$ cat config.mk
export PLATFORM = sky130hd
export DESIGN_NAME = psprl_ctrl_flat
export DESIGN_NICKNAME = d
export VERILOG_FILES = /design/src/sv/psprl_pkg.sv /design/src/sv/psprl_if.sv /design/src/sv/psprl_ctrl.sv /design/src/flat_wrapper.sv
export SDC_FILE = /design/constraint.sdc
export NUM_CORES = 1
export LEC_CHECK = 0
export BUFFER_PORTS_ARGS = -buffer_cell sky130_fd_sc_hd__buf_2
export CELL_PAD_IN_SITES_DETAIL_PLACEMENT = 0
export CELL_PAD_IN_SITES_GLOBAL_PLACEMENT = 1
export CORE_MARGIN = 2
export CORE_UTILIZATION = 44
export CTS_BUF_LIST = sky130_fd_sc_hd__clkbuf_4
export DETAILED_ROUTE_END_ITERATION = 7
export GPL_ROUTABILITY_DRIVEN = 0
export GPL_TIMING_DRIVEN = 1
export PLACE_DENSITY = 0.95
export SKIP_CTS_REPAIR_TIMING = 1
export SYNTH_ARGS = -nofsm -noshare
export SYNTH_HDL_FRONTEND = slang
export SYNTH_SLANG_ARGS = --single-unit
export TNS_END_PERCENT = 1
$ cat constraint.sdc
create_clock -name clk -period 22.1 [get_ports clk]
set_input_delay 0 -clock clk [delete_from_list [all_inputs] [get_ports clk]]
set_output_delay 0 -clock clk [all_outputs]
set_load 0.005 [all_outputs]
$ cat src/sv/psprl_pkg.sv
// Shared constants, types and register codes of the per-source alert rate limiter.
package psprl_pkg;

    localparam int NUM_SOURCES    = 64;
    localparam int SRC_BITS       = $clog2(NUM_SOURCES);
    localparam int TIME_BITS      = 32;
    localparam int CNT_BITS       = 16;
    localparam int INTERVAL_BITS  = 16;
    localparam int WINDOW_BITS    = 16;
    localparam int BUDGET_BITS    = 8;
    localparam int AGE_BITS       = 32;
    localparam int CFG_INDEX_BITS = 8;
    localparam int CFG_DATA_BITS  = 32;

    localparam logic [CFG_INDEX_BITS-1:0] REG_POPUP_INTERVAL = CFG_INDEX_BITS'(0);
    localparam logic [CFG_INDEX_BITS-1:0] REG_BURST_WINDOW   = CFG_INDEX_BITS'(1);
    localparam logic [CFG_INDEX_BITS-1:0] REG_BURST_BUDGET   = CFG_INDEX_BITS'(2);
    localparam logic [CFG_INDEX_BITS-1:0] REG_MAX_AGE        = CFG_INDEX_BITS'(3);

    localparam logic [INTERVAL_BITS-1:0] POPUP_INTERVAL_RST = INTERVAL_BITS'(30);
    localparam logic [WINDOW_BITS-1:0]   BURST_WINDOW_RST   = WINDOW_BITS'(20);
    localparam logic [BUDGET_BITS-1:0]   BURST_BUDGET_RST   = BUDGET_BITS'(3);
    localparam logic [AGE_BITS-1:0]      MAX_AGE_RST        = AGE_BITS'(24 * 60 * 60);

    localparam logic [CNT_BITS-1:0] SILENCE_MAX = '1;

    typedef struct packed {
        logic [INTERVAL_BITS-1:0] popup_interval;
        logic [WINDOW_BITS-1:0]   burst_window;
        logic [BUDGET_BITS-1:0]   burst_budget;
        logic [AGE_BITS-1:0]      max_age;
    } cfg_t;

    typedef struct packed {
        logic [TIME_BITS-1:0] last_grant_time;
        logic [CNT_BITS-1:0]  silenced_count;
        logic [TIME_BITS-1:0] last_access_time;
    } entry_t;

    typedef struct packed {
        logic                en;
        logic [SRC_BITS-1:0] addr;
    } tbl_rd_t;

    typedef struct packed {
        logic                en;
        logic [SRC_BITS-1:0] addr;
        entry_t              entry;
    } tbl_wr_t;

    typedef enum logic {
        ST_IDLE,
        ST_EXEC
    } state_t;

endpackage

$ cat src/sv/psprl_if.sv
// Handshake channel interfaces: event requests, alert decisions and register writes.
interface psprl_req_if;
    logic                           valid;
    logic                           ready;
    logic [psprl_pkg::SRC_BITS-1:0] source_index;
    logic [31:0]                    now_time;
    logic                           wants_alert;

    modport source (output valid, output source_index, output now_time, output wants_alert,
                    input ready);
    modport sink (input valid, input source_index, input now_time, input wants_alert,
                  output ready);
endinterface

interface psprl_rsp_if;
    logic        valid;
    logic        ready;
    logic        alert_granted;
    logic [15:0] coalesced_count;

    modport source (output valid, output alert_granted, output coalesced_count, input ready);
    modport sink (input valid, input alert_granted, input coalesced_count, output ready);
endinterface


$ cat src/sv/psprl_ctrl.sv
// Sequencer, burst window state, grant decision and result register.
module psprl_ctrl (
    input  logic               clk,
    input  logic               rst_n,
    psprl_req_if.sink          req,
    psprl_rsp_if.source        rsp,
    input  psprl_pkg::cfg_t    regs,
    output psprl_pkg::tbl_rd_t rd,
    output psprl_pkg::tbl_wr_t wr,
    input  psprl_pkg::entry_t  rd_entry
);
    import psprl_pkg::*;

    state_t               state_reg;
    state_t               state_next;
    logic [SRC_BITS-1:0]  src_reg;
    logic [TIME_BITS-1:0] now_reg;
    logic                 wants_reg;
    logic [TIME_BITS-1:0] win_start_reg;
    logic [TIME_BITS-1:0] win_start_next;
    logic [BUDGET_BITS-1:0] win_grants_reg;
    logic [BUDGET_BITS-1:0] win_grants_next;
    logic                 out_valid_reg;
    logic                 granted_reg;
    logic [CNT_BITS-1:0]  count_reg;

    logic                 accept;
    logic                 exec_go;
    logic                 restart;
    logic [BUDGET_BITS-1:0] grants_eff;
    logic                 aged;
    logic [TIME_BITS-1:0] last_eff;
    logic [CNT_BITS-1:0]  sil_eff;
    logic [CNT_BITS-1:0]  sil_inc;
    logic                 interval_ok;
    logic                 grant;

    assign accept = req.valid && req.ready;

    always_comb
    begin
        state_next = state_reg;
        case (state_reg)
            ST_IDLE: if (accept) state_next = ST_EXEC;
            ST_EXEC: if (exec_go) state_next = ST_IDLE;
            default: state_next = ST_IDLE;
        endcase
    end

    always_comb
    begin
        req.ready = 1'b0;
        exec_go   = 1'b0;
        case (state_reg)
            ST_IDLE: req.ready = 1'b1;
            ST_EXEC: exec_go   = !out_valid_reg || rsp.ready;
            default: ;
        endcase
    end

    always_comb
    begin
        restart = (now_reg < win_start_reg) ||
                  ((now_reg - win_start_reg) >= TIME_BITS'(regs.burst_window));
        grants_eff = restart ? '0 : win_grants_reg;

        aged = (now_reg < rd_entry.last_access_time) ||
               ((now_reg - rd_entry.last_access_time) > TIME_BITS'(regs.max_age));
        last_eff = aged ? '0 : rd_entry.last_grant_time;
        sil_eff  = aged ? '0 : rd_entry.silenced_count;
        sil_inc  = (sil_eff == SILENCE_MAX) ? sil_eff : CNT_BITS'(sil_eff + 1'b1);

        interval_ok = (now_reg < last_eff) ||
                      ((now_reg - last_eff) >= TIME_BITS'(regs.popup_interval));
        grant = wants_reg && interval_ok && (grants_eff < regs.burst_budget);

        rd.en   = accept;
        rd.addr = req.source_index;

        wr.en   = exec_go && wants_reg;
        wr.addr = src_reg;
        wr.entry.last_access_time = now_reg;
        if (grant)
        begin
            wr.entry.last_grant_time = now_reg;
            wr.entry.silenced_count  = '0;
        end
        else
        begin
            wr.entry.last_grant_time = last_eff;
            wr.entry.silenced_count  = sil_inc;
        end

        win_start_next  = win_start_reg;
        win_grants_next = win_grants_reg;
        if (exec_go && wants_reg)
        begin
            win_start_next  = restart ? now_reg : win_start_reg;
            win_grants_next = grant ? BUDGET_BITS'(grants_eff + 1'b1) : grants_eff;
        end
    end

    always_ff @(posedge clk)
    begin
        if (accept)
        begin
            src_reg   <= req.source_index;
            now_reg   <= req.now_time;
            wants_reg <= req.wants_alert;
        end
        if (exec_go)
        begin
            granted_reg <= grant;
            count_reg   <= grant ? sil_eff : '0;
        end
    end

    always_ff @(posedge clk or negedge rst_n)
    begin
        if (!rst_n)
        begin
            state_reg      <= ST_IDLE;
            win_start_reg  <= '0;
            win_grants_reg <= '0;
            out_valid_reg  <= 1'b0;
        end
        else
        begin
            state_reg      <= state_next;
            win_start_reg  <= win_start_next;
            win_grants_reg <= win_grants_next;
            if (exec_go)
            begin
                out_valid_reg <= 1'b1;
            end
            else if (rsp.ready)
            begin
                out_valid_reg <= 1'b0;
            end
        end
    end

    assign rsp.valid           = out_valid_reg;
    assign rsp.alert_granted   = granted_reg;
    assign rsp.coalesced_count = count_reg;

endmodule

$ cat src/flat_wrapper.sv
// flat-port wrapper written by rule: the top's interface ports become plain ports
module psprl_ctrl_flat import psprl_pkg::*;
  (clk, rst_n, regs, rd, wr, rd_entry, req_valid, req_source_index, req_now_time, req_wants_alert, req_ready, rsp_valid, rsp_alert_granted, rsp_coalesced_count, rsp_ready);
  psprl_req_if req_i ();
  psprl_rsp_if rsp_i ();
  input  logic clk;
  input  logic rst_n;
  input  psprl_pkg::cfg_t regs;
  output psprl_pkg::tbl_rd_t rd;
  output psprl_pkg::tbl_wr_t wr;
  input  psprl_pkg::entry_t rd_entry;
  input wire logic [$bits(req_i.valid)-1:0] req_valid;
  input wire logic [$bits(req_i.source_index)-1:0] req_source_index;
  input wire logic [$bits(req_i.now_time)-1:0] req_now_time;
  input wire logic [$bits(req_i.wants_alert)-1:0] req_wants_alert;
  output wire logic [$bits(req_i.ready)-1:0] req_ready;
  output wire logic [$bits(rsp_i.valid)-1:0] rsp_valid;
  output wire logic [$bits(rsp_i.alert_granted)-1:0] rsp_alert_granted;
  output wire logic [$bits(rsp_i.coalesced_count)-1:0] rsp_coalesced_count;
  input wire logic [$bits(rsp_i.ready)-1:0] rsp_ready;
  assign req_i.valid = req_valid;
  assign req_i.source_index = req_source_index;
  assign req_i.now_time = req_now_time;
  assign req_i.wants_alert = req_wants_alert;
  assign req_ready = req_i.ready;
  assign rsp_valid = rsp_i.valid;
  assign rsp_alert_granted = rsp_i.alert_granted;
  assign rsp_coalesced_count = rsp_i.coalesced_count;
  assign rsp_i.ready = rsp_ready;
  psprl_ctrl u_core (.clk(clk), .rst_n(rst_n), .req(req_i), .rsp(rsp_i), .regs(regs), .rd(rd), .wr(wr), .rd_entry(rd_entry));
endmodule
After elaboration in Yosys (flattened, before gate mapping):

Cells that the tools add are included.

* flip-flop bits (word level): 98
* bits in latches: 0
* RAM bits: 0
* memory bits (read-only): 0
* bits of input ports: 195
* output and inout port bits: 113
* word-level logic and storage cells: 47
* memories kept: 0

* add/sub/neg operators: 5
* multiply operators: 0
* divide/modulo/power cells: 0
* $lt $le $gt $ge: 7
* eq/ne operators: 1
* shifts and indexed selects: 0
* muxes and demuxes: 13
* bitwise logic cells: 1
* reduce and logical (&&, ||, !) cells: 11

Operator list (number)
* $lt A32 B32 Y1: 3
* $sub A32 B32 Y32: 3
* $ge A32 B16 Y1: 2
* $mux W48: 1
* $gt A32 B32 Y1: 1
* $mux W16: 2
* $mux W32: 1
* $add A16 B1 Y16 const B: 1
* $eq A16 B16 Y1 const B: 1
* $mux W8: 2
* $add A8 B1 Y8 const B: 1
* $lt A8 B8 Y1: 1
* $mux W1: 6
* $logic_and A1 B1 Y1: 4
* $logic_or A1 B1 Y1: 4
* $pmux W1 S2: 1
* $reduce_and A2 Y1: 1
* $reduce_bool A2 Y1: 1
* $logic_not A1 Y1: 1
* $not A1 Y1: 1

Longest topological paths before layout:

* depth in word-level cells: 10
* depth in mapped cells: 48
* mapped depth without buffers: 46

Worst setup path after synthesis:

OpenSTA, ideal clock, no wires.

* kind: reg-to-reg
* start: register u_core.now_reg[13]
* end: register u_core.count_reg[10], in the netlist u_core.rsp.coalesced_count[10] (data pin)
* library setup time: 0.255 ns
* data arrival time: 8.535 ns
* required time: 21.845 ns
* slack: 13.310 ns
* stages on the path, launching flop included: 46
* path buffers: 3
* clock period less this slack: 8.790 ns
* cells stage by stage: edfxtp_1 > ha_1 > a21o_1 > a21o_1 > a21o_1 > a221oi_1 > nor2b_1 > o21ai_0 > a21o_1 > a21o_1 > a21oi_1 > xnor2_1 > ha_1 > a21o_1 > a21oi_1 > nor2b_1 > o21ai_0 > a21oi_1 > [10 not listed] > o31ai_1 > a21o_1 > a21oi_1 > xnor2_1 > ha_1 > nand2_1 > nor2_1 > a211oi_1 > nand2_1 > o21ai_0 > o2111ai_1 > or4_1 > or4_4 > o21ba_4 > nand2_8 > inv_4 > buf_6 > and3_1

* cells in the longest elaborated chain, start to end: 9
* elaborated cells between the ends (all ways): 18
* those cells by class: add/sub: 3; order compare: 7; mux: 3; reduce/logical: 5

RTL lines
* start, declared: line psprl_ctrl.sv:17 `logic [TIME_BITS-1:0] now_reg;`
* start signal, assigned: line psprl_ctrl.sv:108 `now_reg <= req.now_time;`
* $sub A32 B32 Y32: line psprl_ctrl.sv:68 `((now_reg - rd_entry.last_access_time) > TIME_BITS'(regs.max_age));`
* $gt A32 B32 Y1: line psprl_ctrl.sv:68
* $logic_or A1 B1 Y1: line psprl_ctrl.sv:67 `aged = (now_reg < rd_entry.last_access_time) ||`
* $mux W32: line psprl_ctrl.sv:69 `last_eff = aged ? '0 : rd_entry.last_grant_time;`
* $sub A32 B32 Y32: line psprl_ctrl.sv:74 `((now_reg - last_eff) >= TIME_BITS'(regs.popup_interval));`
* $ge A32 B16 Y1: line psprl_ctrl.sv:74
* $logic_or A1 B1 Y1: line psprl_ctrl.sv:73 `interval_ok = (now_reg < last_eff) ||`
* $logic_and A1 B1 Y1: line psprl_ctrl.sv:75 `grant = wants_reg && interval_ok && (grants_eff < regs.burst_budget);`
* $logic_and A1 B1 Y1 *: line psprl_ctrl.sv:75
* via u_core.grant: line psprl_ctrl.sv:36 `logic grant;`
* end signal, assigned: line psprl_ctrl.sv:114 `count_reg <= grant ? sil_eff : '0;`
* end, declared: line psprl_ctrl.sv:25 `logic [CNT_BITS-1:0] count_reg;`

Mark *: on every way through the listed nets, which the timed path passes. The rest lies on a longest branch.
A chain may end at the register's enable or synchronous reset.

==> flow_metrics.tcl <==
set metrics [dict create \
    clock_latency_ps 550 \
    place_hpwl_um 31600 \
    worst_slew_pin_slew_ps 1010 \
    synth.yosys.warnings 0 \
    die_area_sq_um 29100 \
    post_layout_nonfiller_instances 2218 \
    dieWidth_um 171 \
    comb_power_share_pct 67.6 \
    timing.clock.skew_ps 44.4 \
    worst_hold_path_type "in -> async" \
    top_library_cells_by_usage_in_the_layout_fill_and_taps_aside "sky130_fd_sc_hd__buf_2 (307), sky130_fd_sc_hd__inv_1 (191), sky130_fd_sc_hd__ha_1 (170)" \
    area_of_the_placeable_core_sq_um 27600 \
    drt_wl_total_um 39100 \
    worstSetupStartpointType "flip-flop" \
    critPathRequiredTime_ps 22100 \
    maxCapViolations 0 \
    cts_num_sinks 98 \
    start_util_pct 44.4 \
    synthFlopType "sky130_fd_sc_hd__edfxtp_1" \
    fin_crit_ps 11370 \
    worst-setup-path-type "reg -> out" \
    synthSimpleGateAreaFrac_pct 20.0 \
    core.rowCount 61 \
    post_synth_instance_area_sq_um 12200 \
    muxShareOfSynthArea_pct 5.94 \
    nNetsFinal 2197 \
    synth.ff_latch_count 98 \
    cp_slowest_stage_delay_ps 610 \
    grtUsageMet3_pct 6.08 \
    critPathSlowestCell "sky130_fd_sc_hd__edfxtp_1" \
    power_frac_seq_pct 23.3 \
    num-fill-cells 2638 \
    grt_pass1_wl_um 60400 \
    htree_levels 3 \
    final_hold_viols 0 \
    power_density_nw_per_um2 73.4 \
    crit_path_max_fanout 53 \
    boundaryPins 308 \
    synth_top_family_by_area "simple AND/OR/NAND/NOR gates" \
    synth-edff-count 56 \
    layout.cells.most_common "sky130_fd_sc_hd__buf_2" \
    use_met2_pct 45.3 \
    dr_total_vias 12400 \
    setup_viol 0 \
    post_detailed_route_drc_marker_count 0 \
    internal_power_mw 0.564 \
    die_h_um 171 \
    worst_setup_path_end_kind "output port" \
    clkTransAtPathRegs_ps 200 \
    antenna_found_initial 8 \
    ys_async_sr_fraction_pct 42.9 \
    wl_per_cell_um 17.6 \
    postSynthCellCount 1504 \
    p_sw_mw 0.517 \
    globalRouteTotalUtil_pct 26.3 \
    total_congestion_overflow 0 \
    grt.met1_usage_pct 32.1 \
    clock_tree.buffer_depth 2 \
    post_synth.cell_area_avg_sq_um 8.13 \
    ant_nets 0 \
    synth_xor_xnor_area_share_pct 5.88 \
    placed_cells 2139 \
    multiInputGateArea_sq_um 8510 \
    final_layout_size_suffix_gt1_share_pct 19.0 \
    drt_pass1_iterations 7 \
    synth_compound_gate_area_share_pct 19.7 \
    vdd.ir_drop.worst_mv 0.0315 \
    synth-seq-area-share_pct 22.4 \
    rsz0062_at_grt "no" \
    number_of_vias_per_cell 5.60 \
    post_synth_fa_ha_maj_area_fraction_pct 17.9 \
    max_freq_ghz 0.0879 \
    power_leakage_nw 7.42 \
    initialDrtViolationCount 724 \
    placement.io_buffers 307 \
    area_growth_syn_to_layout_pct 20.4 \
    power.share.clock_pct 9.1 \
    cts_root_buf "sky130_fd_sc_hd__clkbuf_4" \
    first_global_vias 12100 \
    max_slew_violations 0 \
    fin_crit_sh_pct 51.5 \
    timing.critical_path.arrival_ps 11370 \
    netSwitchingFraction_pct 47.8 \
    setup_tns_ps 0 \
    mappedNetlistNets 1872 \
    status "finished, final reports clean" \
    tritoncts_clock_tree "done" \
    timing.max_slew.rel_slack_pct 32.4 \
    largest_net_degree_at_the_start_of_global_routing 54 \
    seq_area_sq_um 2730 \
    cts_buffers 9 \
    globalRoute.busiestLayer "met2" \
    post_synth_num_cell_types 78 \
]
## path summary, 6_finish.rpt
kind | from | end | slack, ps | depth (start not counted)
worst max register to register | u_core.now_reg[1]$_DFFE_PP_ | u_core.rsp.coalesced_count[7]$_SDFFCE_PN0P_ | 11270 | 45
worst min-delay path | rst_n | u_core.win_start_reg[5]$_DFFE_PN0P_ | 140 | 2
worst min register to register | u_core.win_start_reg[8]$_DFFE_PN0P_ | u_core.win_start_reg[8]$_DFFE_PN0P_ | 540 | 2
worst max-delay path | u_core.now_reg[1]$_DFFE_PP_ | wr[61] | 10730 | 45
max in group asynchronous | rst_n | u_core.win_start_reg[27]$_DFFE_PN0P_ | 21290 | 2
min in group clk | req_now_time[10] | u_core.now_reg[10]$_DFFE_PP_ | 140 | 2
## metal layers
| metal | wire length (um) | up-vias |
|---|---|---|
| met1 | 16500 | 5757 |
| met5 | 23 | - |
| met2 | 18500 | 489 |
| met3 | 3140 | 65 |
| li1 | - | 6096 |
| met4 | 971 | 4 |
## layout make-up
type	count	area share (%)
repair buffers	370	14.6
inverters	192	4.91
clock inverters	5	0.213
well taps	378	3.21
flip-flops and latches	98	18.6
multi-input cells	1158	57.8
diodes	6	0.102
clock buffers	11	0.561
## kinds of logic after synthesis
logic type	count (synthesis)
simple gates	470
compound gates	361
buf+inv	248
fa+ha+maj	173
flops	98
xor+xnor	82
mux	72
## cell usage after synthesis (all sizes together), types with 28 or more instances
cell	count	area [sq um]
nand3	39	195
o21ai	60	304
nand2	116	452
nor2	100	375
clkbuf	39	148
edfxtp	56	1680
o21a	28	210
inv	192	723
xnor2	62	543
dfrtp	42	1050
a21oi	97	485
a21o	53	398
ha	170	2130
mux2i	68	681
and3	46	288
nand4	35	225
## critical path: cells and delay by family (launching register included)
| kind | cells | cell delay, ps |
|---|---|---|
| AO/OA/AOI/OAI | 21 | 4540 |
| AND/OR/NAND/NOR | 14 | 2410 |
| adder cells (fa/ha/maj) | 4 | 1510 |
| buffers and inverters | 3 | 970 |
| flip-flops | 1 | 610 |
| multiplexers | 1 | 470 |
| XOR/XNOR | 2 | 280 |
## stage by stage
step	utilization, %	hold slack [ps]	instance area (sq um)	worst slack [ps]	power, mW
CTS	51.3	-427	14100	10690	1.07
finish	53.4	140	14700	10730	1.08
detailed placement	50.9	178	14000	11310	0.968
floorplan	-	-296	12200	13310	0.783
global route	53.4	123	14700	9680	1.18
global placement	50.9	176	14000	11610	0.953
## power groups by stage
stage | registers, mW | clock network (mW) | logic [mW]
5_1_grt | 0.256 | 0.108 | 0.821
3_3_place_gp | 0.254 | 0 | 0.698
3_5_place_dp | 0.256 | 0 | 0.713
2_1_floorplan | 0.249 | 0 | 0.534
6_report | 0.252 | 0.0986 | 0.730
4_1_cts | 0.251 | 0.101 | 0.717
Note: power is estimated with default switching activity, not from simulation.
