`src/sv/psprl_pkg.sv`:
```
// Shared constants, types and register codes of the per-source alert rate limiter.
package psprl_pkg;

    localparam int NUM_SOURCES    = 64;
    localparam int SRC_BITS       = $clog2(NUM_SOURCES);
    localparam int TIME_BITS      = 32;
    localparam int CNT_BITS       = 16;
    localparam int INTERVAL_BITS  = 16;
    localparam int WINDOW_BITS    = 16;
    localparam int BUDGET_BITS    = 8;
    localparam int AGE_BITS       = 32;
    localparam int CFG_INDEX_BITS = 8;
    localparam int CFG_DATA_BITS  = 32;

    localparam logic [CFG_INDEX_BITS-1:0] REG_POPUP_INTERVAL = CFG_INDEX_BITS'(0);
    localparam logic [CFG_INDEX_BITS-1:0] REG_BURST_WINDOW   = CFG_INDEX_BITS'(1);
    localparam logic [CFG_INDEX_BITS-1:0] REG_BURST_BUDGET   = CFG_INDEX_BITS'(2);
    localparam logic [CFG_INDEX_BITS-1:0] REG_MAX_AGE        = CFG_INDEX_BITS'(3);

    localparam logic [INTERVAL_BITS-1:0] POPUP_INTERVAL_RST = INTERVAL_BITS'(30);
    localparam logic [WINDOW_BITS-1:0]   BURST_WINDOW_RST   = WINDOW_BITS'(20);
    localparam logic [BUDGET_BITS-1:0]   BURST_BUDGET_RST   = BUDGET_BITS'(3);
    localparam logic [AGE_BITS-1:0]      MAX_AGE_RST        = AGE_BITS'(24 * 60 * 60);

    localparam logic [CNT_BITS-1:0] SILENCE_MAX = '1;

    typedef struct packed {
        logic [INTERVAL_BITS-1:0] popup_interval;
        logic [WINDOW_BITS-1:0]   burst_window;
        logic [BUDGET_BITS-1:0]   burst_budget;
        logic [AGE_BITS-1:0]      max_age;
    } cfg_t;

    typedef struct packed {
        logic [TIME_BITS-1:0] last_grant_time;
        logic [CNT_BITS-1:0]  silenced_count;
        logic [TIME_BITS-1:0] last_access_time;
    } entry_t;

    typedef struct packed {
        logic                en;
        logic [SRC_BITS-1:0] addr;
    } tbl_rd_t;

    typedef struct packed {
        logic                en;
        logic [SRC_BITS-1:0] addr;
        entry_t              entry;
    } tbl_wr_t;

    typedef enum logic {
        ST_IDLE,
        ST_EXEC
    } state_t;

endpackage

```
`src/sv/psprl_if.sv`:
```


interface psprl_cfg_if;
    logic                                 valid;
    logic                                 ready;
    logic [psprl_pkg::CFG_INDEX_BITS-1:0] index;
    logic [psprl_pkg::CFG_DATA_BITS-1:0]  data;

    modport source (output valid, output index, output data, input ready);
    modport sink (input valid, input index, input data, output ready);
endinterface

```
`src/sv/psprl_cfg_regs.sv`:
```
// Configuration register bank written through the register channel.
module psprl_cfg_regs (
    input  logic              clk,
    input  logic              rst_n,
    psprl_cfg_if.sink         cfg,
    output psprl_pkg::cfg_t   regs
);
    import psprl_pkg::*;

    cfg_t regs_reg;

    assign cfg.ready = 1'b1;
    assign regs      = regs_reg;

    always_ff @(posedge clk or negedge rst_n)
    begin
        if (!rst_n)
        begin
            regs_reg.popup_interval <= POPUP_INTERVAL_RST;
            regs_reg.burst_window   <= BURST_WINDOW_RST;
            regs_reg.burst_budget   <= BURST_BUDGET_RST;
            regs_reg.max_age        <= MAX_AGE_RST;
        end
        else if (cfg.valid && cfg.ready)
        begin
            case (cfg.index)
                REG_POPUP_INTERVAL: regs_reg.popup_interval <= cfg.data[INTERVAL_BITS-1:0];
                REG_BURST_WINDOW:   regs_reg.burst_window   <= cfg.data[WINDOW_BITS-1:0];
                REG_BURST_BUDGET:   regs_reg.burst_budget   <= cfg.data[BUDGET_BITS-1:0];
                REG_MAX_AGE:        regs_reg.max_age        <= cfg.data[AGE_BITS-1:0];
                default:            ;
            endcase
        end
    end

endmodule

```
`src/flat_wrapper.sv`:
```
// flat-port wrapper written by rule: the top's interface ports become plain ports
module psprl_cfg_regs_flat import psprl_pkg::*;
  (clk, rst_n, regs, cfg_valid, cfg_index, cfg_data, cfg_ready);
  psprl_cfg_if cfg_i ();
  input  logic clk;
  input  logic rst_n;
  output psprl_pkg::cfg_t regs;
  input wire logic [$bits(cfg_i.valid)-1:0] cfg_valid;
  input wire logic [$bits(cfg_i.index)-1:0] cfg_index;
  input wire logic [$bits(cfg_i.data)-1:0] cfg_data;
  output wire logic [$bits(cfg_i.ready)-1:0] cfg_ready;
  assign cfg_i.valid = cfg_valid;
  assign cfg_i.index = cfg_index;
  assign cfg_i.data = cfg_data;
  assign cfg_ready = cfg_i.ready;
  psprl_cfg_regs u_core (.clk(clk), .rst_n(rst_n), .cfg(cfg_i), .regs(regs));
endmodule
```
`config.mk`:
```
export PLATFORM = sky130hd
export DESIGN_NAME = psprl_cfg_regs_flat
export DESIGN_NICKNAME = d
export VERILOG_FILES = /design/src/sv/psprl_pkg.sv /design/src/sv/psprl_if.sv /design/src/sv/psprl_cfg_regs.sv /design/src/flat_wrapper.sv
export SDC_FILE = /design/constraint.sdc
export NUM_CORES = 1
export LEC_CHECK = 0
export ABC_AREA = 1
export BUFFER_PORTS_ARGS = -buffer_cell sky130_fd_sc_hd__buf_2
export CAP_MARGIN = 20
export CORE_UTILIZATION = 40
export DETAILED_ROUTE_END_ITERATION = 7
export PLACE_DENSITY = 0.76
export SLEW_MARGIN = 10
export SYNTH_ARGS = -nofsm -noshare
export SYNTH_HDL_FRONTEND = slang
export SYNTH_SLANG_ARGS = --single-unit
```
`constraint.sdc`:
```
create_clock -name clk -period 1.8 [get_ports clk]
set_input_delay 0.36 -clock clk [delete_from_list [all_inputs] [get_ports clk]]
set_output_delay 0.36 -clock clk [all_outputs]
set_load 0.05 [all_outputs]
```
# Word level (Yosys, flattened, before mapping)
# Cells that the tools add are included.
# totals
regBits	72
latch_bits	0
ramBits	0
mem_bits_ro	0
in_bits	43
out_inout_bits	73
word_cells	12
memories	0
# op_classes
n_addsub	0
n_mul	0
div_mod_pow	0
magnitude_cmp	0
eq_ne	3
shift	0
muxes	0
bitwise_logic	0
n_reduce_logical	5
# ops
operator	n
8-bit by 2-bit == test with 1-bit output, second input constant	2
8-bit by 1-bit == test with 1-bit output, second input constant	1
8-bit zero test	1
2-bit AND reduction	4

# Longest topological paths before layout
# Gate-level depths: netlist of run 1.
# logic_depth
depth_word	2
mapped_depth	7
depth_no_buf	6

# Least setup slack after synthesis of run 1
# Ideal clock, no wire load.
# synth_timing
path_type	input to register
from	input cfg_index[7]
to	register u_core.regs_reg, in the netlist u_core.regs[61]
setup_time_ns	0.119
t_arrival_ns	1.043
required_time_ns	1.681
path_slack_ns	0.638
stages	7
n_path_buf	1
path_cell_list	nor2_1 -> nand2_2 -> inv_6 -> nand3_4 -> buf_6 -> nand2_1 -> nand2_1
# synth_between
elab_chain_len	2
# synth_rtl
element	line	rtl
start: declaration	flat_wrapper.sv:9	input wire logic [$bits(cfg_i.index)-1:0] cfg_index;
8-bit zero test	psprl_cfg_regs.sv:26	case (cfg.index)
2-bit AND reduction (no line)	--	
end: declaration	psprl_cfg_regs.sv:10	cfg_t regs_reg;
# Every way passes these cells.
# A chain may end at the register's enable or synchronous reset.

# Final worst setup path of run 1
# layout_timing
from	register u_core.regs_reg, in the netlist u_core.regs[60]
to	output regs[60] (netlist name)
# layout_rtl
element	line	rtl
end: declaration	flat_wrapper.sv:7	output psprl_pkg::cfg_t regs;
# No word-level cell between the ends.

==> results.md, run 1 <==
* Outcome: finished clean
* CP Data Required Time at 1.44 ns
* Die area at 0.00810 mm²
* Crit path launch type: register
* Largest net degree at the start of global routing at 42
* Most common cell after layout, fill and taps aside: nand2_1
* H-tree depth reported by CTS at 3
* Area growth syn-to-layout at 26.2%
* Die Ht at 90.0 µm
* Final period util at 83.7%
* Top delay family on crit path: flip-flops
* Crit Path Category: reg -> out
* Core Box Area at 0.00737 mm²
* Clock power frac at 37.9%
* DIE WIDTH at 90.0 µm
* Sequential power share at 46.4%
* Max reg flops at 72
* HP Class: in -> reg
* Slowest stage delay, CP at 0.54 ns
* Most frequent cells in the layout: nand2_1, buf_2, nand3_1
* Clk sink count at 72
* Clock Tree Buf Depth at 2
* Crit Path Max Fanout at 2
* Final setup fails at 0
* Total number of vias at 2684
* Synth warn at 0
* Worst-skew pair later-pin latency at 0.33 ns
* Hold-fix buffers at CTS at 1
* Net Sw Frac at 28.5%
* Simple-Gate Fraction of Synth Area at 34.0%
* HPWL Detailed at 5320 µm
* Crit path DAT at 1.15 ns
* Diodes inserted at 0
* Setup TNS at 0 ns
* Vias in the first global route at 2527
* Final Max Tran Viols at 0
* DRT Pass-1 Iters at 4
* Root Driver: clkbuf_8
* Worst path cell trace: buf_2
* # IOs at 116
* Gr usage total at 19.9%
* Minimum clock period at 1.51 ns
* Max cap viols at 0
* Unrepaired setup endpoints after global routing: no
* Slowest stage cell, crit path: dfstp_2
* Worst path depth at 1
* Distinct cells, synth at 17
* Fraction of layout cells with a size suffix above 1 at 36.0%
* FF+latch count, synth at 72
* F_max at 664 MHz
* Drt wl/cell at 14.0 µm
* Drt initial violations at 100
* Post-synthesis mux area share at 0%
* Fill count at 714
* Leakage at 2.32 nW
* Routed Wire Length at 7710 µm
* DRC Markers at 0
* Vias/cell at 4.89
* Pwr Density at 963 mW/mm²
* Hold-critical path depth at 3
* Post-route ant nets at 0
* # rows at 31
* Cts repair resizes at 0
* # nets final at 488
* Mean area per synthesized cell at 9.34 µm²
* Clock transition at the registers of the reported paths at 0.07 ns
* Power share of the combinational group at 15.7%
* Worst VDD drop at 0.000421 V
* Clock skew at 0 ns
* Syn Inst Count at 332
* Post-Synth XOR/XNOR Area at 0%
* Register area share after synthesis at 58.7%
* Mapped cell area at 0.00310 mm²
* First-pass GRT wire length at 12800 µm
* Port Buf Inserts at 114
* Initial antenna violation count at 0
* Compound-Gate Fraction of Synth Area at 0%
* Adder-cell area share of the yosys netlist at 0%
* Pint at 0.00269 W
* Postcts setup bufs at 0
* GPL Wtd Cong at 0.736
* Total chip power at 0.00376 W
* Mapped Nets at 375
* FF-to-FF path depth at 2
* Endpoints failing hold at 0
* Worst setup EP type: output port
* Gr ovfl total at 0
* CTS tree: yes
* Main combinational cell family by area after synthesis: simple AND/OR/NAND/NOR gates
* Psw at 0.00107 W
* Num CTS Buffers at 9
* Starting Density at 42.1%
* Fin Hold WS at 0.238 ns
* Worst path bufs/invs at 1
worst register-to-register path: stages (launching register included):
cell and delay (ns):
dfstp_2 0.53, nand2_1 0.06, nand2_1 0.08
logic make-up (layout without fill, tap and decap cells):
group / Yosys count / after routing
other: 1 / 1
buffers and inverters: 26 / 144
DFF: 72 / 72
and+or+nand+nor: 233 / 233
worst paths after layout:
check	from	to	slack (ns)
worst max register to register	u_core.regs[12]	u_core.regs[12]	1.08
worst min-delay path	cfg_data[16]	u_core.regs[16]	0.24
worst max-delay path	u_core.regs[60]	regs[60]	0.29
worst min register to register	u_core.regs[59]	u_core.regs[59]	0.46
min in group asynchronous	rst_n	u_core.regs[29]	0.51
max in group asynchronous	rst_n	u_core.regs[14]	0.67
power groups by stage:
stage | Combinational [W] | Clock, W | Sequential [W]
6_report | 0.000592 | 0.00143 | 0.00175
5_1_grt | 0.000630 | 0.00155 | 0.00176
4_1_cts | 0.000598 | 0.00147 | 0.00175
3_5_place_dp | 0.000596 | 0 | 0.00178
3_3_place_gp | 0.000587 | 0 | 0.00177
2_1_floorplan | 0.000116 | 0 | 0.00205
through the flow:
stage               utilization, %  setup WS [ns]  cell area, µm²  cells
global route                  53.1          0.254            3910    549
CTS                           53.1          0.272            3910    549
finish                        53.1          0.294            3910    549
detailed placement            49.9          0.254            3680    532
global placement              49.9          0.322            3680    532
floorplan                        -          0.638            3100    332
cells in the mapped netlist:
master,instances,share of area (%)
nand3_4,3,1.7
nor2_1,3,0.36
inv_2,2,0.24
buf_2,4,0.65
dfrtp_1,59,48
nand2_2,1,0.20
buf_6,15,5.5
clkinv_2,1,0.16
conb_1,1,0.12
nand3_1,72,12
nand2_1,148,18
inv_1,2,0.24
inv_6,1,0.28
dfstp_2,13,11
buf_4,1,0.24
nand3_2,1,0.32
nor2_4,5,1.8
cell type report:
class                      instances  area (µm²)  share of cell area (%)
timing repair buffer             122         661                    16.9
multi-input combinational        234        1060                    27.0
inverter                           6        28.8                   0.736
tap                               99         124                    3.17
clock buffer                      13         159                    4.06
sequential                        72        1820                    46.5
clock inverter                     3        65.1                    1.66
layer usage:
| metal | vias to the layer above | routed length, µm | GRT usage [%] |
|---|---|---|---|
| li1 | 1282 | - | - |
| met1 | 1281 | 3420 | 25.7 |
| met2 | 112 | 3660 | 32.6 |
| met3 | 9 | 531 | 5.25 |
| met4 | 0 | 100 | 6.85 |
| met5 | - | 0 | 0 |
No activity file was read; power rests on OpenSTA's default activity.
==> run 2: changes to the inputs <==
- ABC_AREA: 1 -> 0
- PLACE_DENSITY: 0.76 -> 0.77
- clock period: 1.8 -> 1.4 ns (I/O delays scaled with it)
==> run 2 against run 1 <==
Against the previous run: core utilization rose by 4.3 points; highest routed layer unchanged; die area fell by 6.4%; combinational power rose by 26%; critical path depth did not move; non-clock buffer count rose by 5; first-iteration DRC count fell by 72%; sequential power rose by 28%; critical path type unchanged; worst hold slack got worse by 0.069 ns; flip-flop and latch count did not move; count of clock-buffer cells in the layout fell by 4; setup slack got worse by 0.25 ns; critical endpoint is now regs[58].
==> results.md, run 2 <==
* Vias/cell at 4.61
* Crit Path Category: reg -> out
* Clk sink count at 72
* DIE WIDTH at 87.1 µm
* Endpoints failing hold at 0
* Final Max Tran Viols at 0
* Worst VDD drop at 0.000656 V
* Fill count at 595
* Crit path DAT at 1.08 ns
* Placed cells at 373
* DRC Markers at 0
* Pwr Density at 1220 mW/mm²
* Starting Density at 42.0%
* Gr usage total at 16.9%
* Register area share after synthesis at 62.7%
* Diodes inserted at 0
* Area leader, netlist: dfrtp_1
* Fraction of layout cells with a size suffix above 1 at 78.9%
* Final Util at 57.4%
* Worst-skew pair later-pin latency at 0.33 ns
* Gr ovfl total at 0
* First-pass GRT wire length at 9410 µm
* Num CTS Buffers at 9
* Clock transition at the registers of the reported paths at 0.08 ns
* Largest cells by area after synthesis: dfrtp_1, mux2_2, dfstp_2, mux2_4, buf_6
* Most frequent cells in the layout: buf_2, dfrtp_1, mux2_2
* Worst setup EP type: output port
* Final WS setup at 0.0433 ns
* Synth warn at 0
* Final period util at 96.9%
* Crit Path Max Fanout at 2
* Drt wl/cell at 15.1 µm
* Syn Inst Count at 158
* Outcome: finished clean
* HP Class: in -> reg
* Main synth FF type: dfrtp_1
* Drt initial violations at 28
* # IOs at 116
* Distinct cells, synth at 14
* FF+latch count, synth at 72
* Fraction of registers with async set/reset at 100%
* Clock skew at 0 ns
* Postcts setup bufs at 0
* Total number of vias at 1798
* EDFF count, synth at 0
* Slowest stage delay, CP at 0.54 ns
* Worst path cell trace: buf_4
* Die area at 0.00759 mm²
* # rows at 30
* Max cap viols at 0
* Routed Wire Length at 5890 µm
* Final setup fails at 0
* Minimum clock period at 1.36 ns
* Core Box Area at 0.00691 mm²
* F_max at 737 MHz
* Most common cell in the netlist: dfrtp_1
* Worst path bufs/invs at 1
* Fin Hold WS at 0.169 ns
* Slowest stage cell, crit path: dfstp_2
* Port Buf Inserts at 114
* CTS tree: yes
* Crit path launch type: register
* Leakage at 2.25 nW
* Vias in the first global route at 1846
* H-tree depth reported by CTS at 3
* GPL Wtd Cong at 0.698
* Max reg flops at 72
* Commonest cells in the netlist: dfrtp_1, mux2_2, mux2_4, dfstp_2, buf_6
* Unrepaired setup endpoints after global routing: no
* Die Ht at 87.1 µm
* Synth top area share at 50.9%
* Layout Cells excl Fill at 390
* Top delay family on crit path: flip-flops
* Area growth syn-to-layout at 36.7%
* Mapped cell area at 0.00290 mm²
* Largest net degree at the start of global routing at 73
* Post-route ant nets at 0
* HPWL Detailed at 4230 µm
* Pre-CTS WS at -0.211 ns
* CP Data Required Time at 1.12 ns
* Mapped Nets at 201
* Root Driver: clkbuf_8
* DRT Pass-1 Iters at 2
* Initial antenna violation count at 0
* Mean area per synthesized cell at 18.3 µm²
* Clock Tree Buf Depth at 2
* # nets final at 332
* Most common cell after layout, fill and taps aside: buf_2
run 2: cell count changes after synthesis, sizes merged, moves of 2 or more:
cell	delta
nand2	-149
nand3	-76
buf	-13
inv	-5
mux2	+72
nand4b	+2
nor2	-8
run 2: timing repair:
item / CTS / global route
endpoints found under the setup margin: 13 / 2
hold buffers: 1 / 0
hold endpoints to repair: 59 / 0
gates resized for setup: 13 / 2
pin swaps: 0 / 0
run 2: area by class of cell:
| type | count | area, µm² | share of cell area (%) |
|---|---|---|---|
| multi-input combinational | 79 | 996 | 25.1 |
| timing repair buffer | 127 | 801 | 20.2 |
| sequential | 72 | 1820 | 45.9 |
| tap | 96 | 120 | 3.03 |
| clock inverter | 7 | 103 | 2.59 |
| clock buffer | 9 | 124 | 3.13 |
run 2: metrics by stage:
stage	area [µm²]	TNS, ns	power (W)
3_3_place_gp	3680	-10.22	0.00300
4_1_cts	3950	0	0.00489
2_1_floorplan	2900	-6.25	0.00276
3_5_place_dp	3680	-12.65	0.00302
6_report	3960	0	0.00483
5_1_grt	3960	0	0.00502
run 2: worst paths after layout:
kind | cells past startpoint | to | slack, ns | start
hold reg to reg | 1 | u_core.regs[10] | 0.50 | u_core.regs[10]
setup / recovery | 1 | regs[58] | 0.04 | u_core.regs[58]
min in group asynchronous | 3 | u_core.regs[9] | 0.49 | rst_n
setup reg to reg | 1 | u_core.regs[69] | 0.62 | u_core.regs[69]
max in group asynchronous | 3 | u_core.regs[16] | 0.57 | rst_n
hold / removal | 2 | u_core.regs[17] | 0.17 | cfg_data[17]
run 2: routing by layer:
layer / up-vias / GRT usage, % / routed length [µm]
li1: 829 / - / -
met1: 894 / 21.7 / 2620
met2: 66 / 26.9 / 2910
met3: 9 / 4.36 / 278
met4: 0 / 7.60 / 84
met5: - / 0 / 0
run 2: logic make-up (layout without fill, tap and decap cells):
family,count (synthesis),in the layout,synth area share [%]
other,1,1,0.129
DFF,72,72,62.7
muxes,72,72,30.6
and+or+nand+nor,6,6,3.67
buffers and inverters,7,143,2.89
run 2: power breakdown:
group          switching, W  internal (W)
clock              0.000816       0.00102
sequential        0.0000515       0.00219
combinational      0.000516      0.000231
total               0.00138       0.00344
==> run 3: changes to the inputs <==
- CORE_ASPECT_RATIO: unset -> 0.5
- PLACE_DENSITY: 0.77 -> 0.74
==> run 3 against run 2 <==
Against the previous run: power is 7.4% higher; sequential share of layout area down 0.35 points; cell count fell by 0.77%; critical path depth did not move; core utilization is 1.1 points higher; count of clock-buffer cells in the layout rose by 2; clock skew unchanged; register-to-register slack about the same; clock power up 19%; sequential power about the same.
==> results.md, run 3 (synthesis gave the netlist of run 2 again) <==
* F_max at 739 MHz
* Clock power frac at 42.3%
* Leakage at 2.27 nW
* Endpoints failing hold at 0
* Max reg flops at 72
* Layout Cells excl Fill at 387
* Worst-skew pair later-pin latency at 0.33 ns
* Crit Path Category: reg -> out
* Fraction of layout cells with a size suffix above 1 at 78.3%
* CTS tree: yes
* Routed Wire Length at 6050 µm
* Final Max Tran Viols at 0
* Gr usage total at 17.3%
* HP Class: in -> reg
* Die area at 0.00761 mm²
* First-pass GRT wire length at 9740 µm
* HPWL Detailed at 4400 µm
* CP Data Required Time at 1.12 ns
* Worst VDD drop at 0.000715 V
* Port Buf Inserts at 114
* Clk sink count at 72
* Power share of the combinational group at 14.4%
* Worst path cell trace: clkbuf_4
* Largest net degree at the start of global routing at 73
* Area growth syn-to-layout at 37.7%
* Final period util at 96.6%
* Crit Path Max Fanout at 2
* Sequential power share at 43.3%
* Pwr Density at 1300 mW/mm²
* Placed cells at 370
* Psw at 0.00138 W
* Clock transition at the registers of the reported paths at 0.05 ns
* Root Driver: clkbuf_16
* Slowest stage cell, crit path: dfstp_2
* H-tree depth reported by CTS at 3
* Pint at 0.00380 W
* Minimum clock period at 1.35 ns
* Hold endpoint: u_core.regs[29]
* Gr ovfl total at 0
* Initial antenna violation count at 0
* # rows at 21
* Core Box Area at 0.00683 mm²
* Drt initial violations at 51
* Crit Reg-Reg Startpoint: u_core.regs[4]
* Hold-critical path depth at 2
* DRT Pass-1 Iters at 3
* Unrepaired setup endpoints after global routing: no
* Most frequent cells in the layout: buf_2, dfrtp_1, mux2_2
* Post-route ant nets at 0
* # nets final at 333
* Total number of vias at 1817
* Worst setup EP type: output port
* Worst path bufs/invs at 1
* Vias/cell at 4.70
* Outcome: finished clean
* Slowest stage delay, CP at 0.52 ns
* Drt wl/cell at 15.6 µm
* Crit path DAT at 1.07 ns
* Die Ht at 62.2 µm
* Hold path startpoint: cfg_data[29]
* DIE WIDTH at 122 µm
* Vias in the first global route at 1922
* Net Sw Frac at 26.7%
* Diodes inserted at 0
* Crit Reg-Reg Endpoint: u_core.regs[4]
* Num CTS Buffers at 9
* Starting Density at 42.4%
* Most common cell after layout, fill and taps aside: buf_2
* GPL Wtd Cong at 0.822
* FF-to-FF path depth at 1
* Top delay family on crit path: flip-flops
* Max cap viols at 0
* Flop2flop setup slack at 0.62 ns
* Setup TNS at 0 ns
* Postcts setup bufs at 0
* # IOs at 116
* Final setup fails at 0
* DRC Markers at 0
* Clock skew at 0 ns
* Crit path launch type: register
* Clock Tree Buf Depth at 2
run 3: cell count changes in the layout (fill, tap and decap cells not counted):
cell / change
clkbuf_4: +4
bufinv_16: -1
clkinv_4: -2
inv_6: -1
buf_2: +1
clkbuf_8: -9
buf_6: -2
buf_12: -2
clkbuf_16: +9
clkbuf_1: +2
clkinv_2: +2
run 3: worst max-delay path by stage:
stage / endpoint / startpoint / cells after the start
floorplan: u_core.regs[61] / cfg_index[2] / 5
global placement: u_core.regs[71] / cfg_index[2] / 5
detailed placement: u_core.regs[71] / cfg_index[2] / 5
CTS: regs[7] / u_core.regs[7] / 1
global route: regs[7] / u_core.regs[7] / 1
finish: regs[7] / u_core.regs[7] / 1
run 3: repair_timing:
item	in CTS	in global routing
resized for setup	9	4
hold buffers	1	0
endpoints found under the setup margin	9	4
hold endpoints to repair	20	0
run 3: metrics by stage:
stage | total power, W | hold slack [ns] | cell area, µm² | utilization (%) | setup WS (ns)
finish | 0.00519 | 0.179 | 3990 | 58.4 | 0.0473
global route | 0.00538 | 0.175 | 3990 | 58.4 | 0.0108
floorplan | 0.00276 | -0.0156 | 2900 | - | -0.247
detailed placement | 0.00302 | 0.354 | 3660 | 53.6 | -0.221
global placement | 0.00300 | 0.321 | 3660 | 53.6 | -0.198
CTS | 0.00526 | 0.170 | 3980 | 58.3 | 0.00242
run 3: power by group through the flow:
stage	clock, W	combinational, W	sequential [W]
6_report	0.00219	0.000745	0.00225
5_1_grt	0.00234	0.000782	0.00226
4_1_cts	0.00226	0.000752	0.00225
3_5_place_dp	0	0.000740	0.00228
3_3_place_gp	0	0.000725	0.00228
2_1_floorplan	0	0.000124	0.00263
run 3: layer usage:
metal	track usage, %	vias to the layer above	wire (µm)
met4	7.32	0	98
met3	5.33	11	258
met5	0	-	0
met2	29.0	36	3220
met1	20.6	942	2470
li1	-	828	-
run 3: cell type report:
class / count / area, µm²
Tap cell: 92 / 115
Sequential cell: 72 / 1820
Fill cell: 547 / 2840
Timing Repair Buffer: 128 / 773
Clock inverter: 5 / 56.3
Clock buffer: 11 / 233
Multi-Input combinational cell: 79 / 996
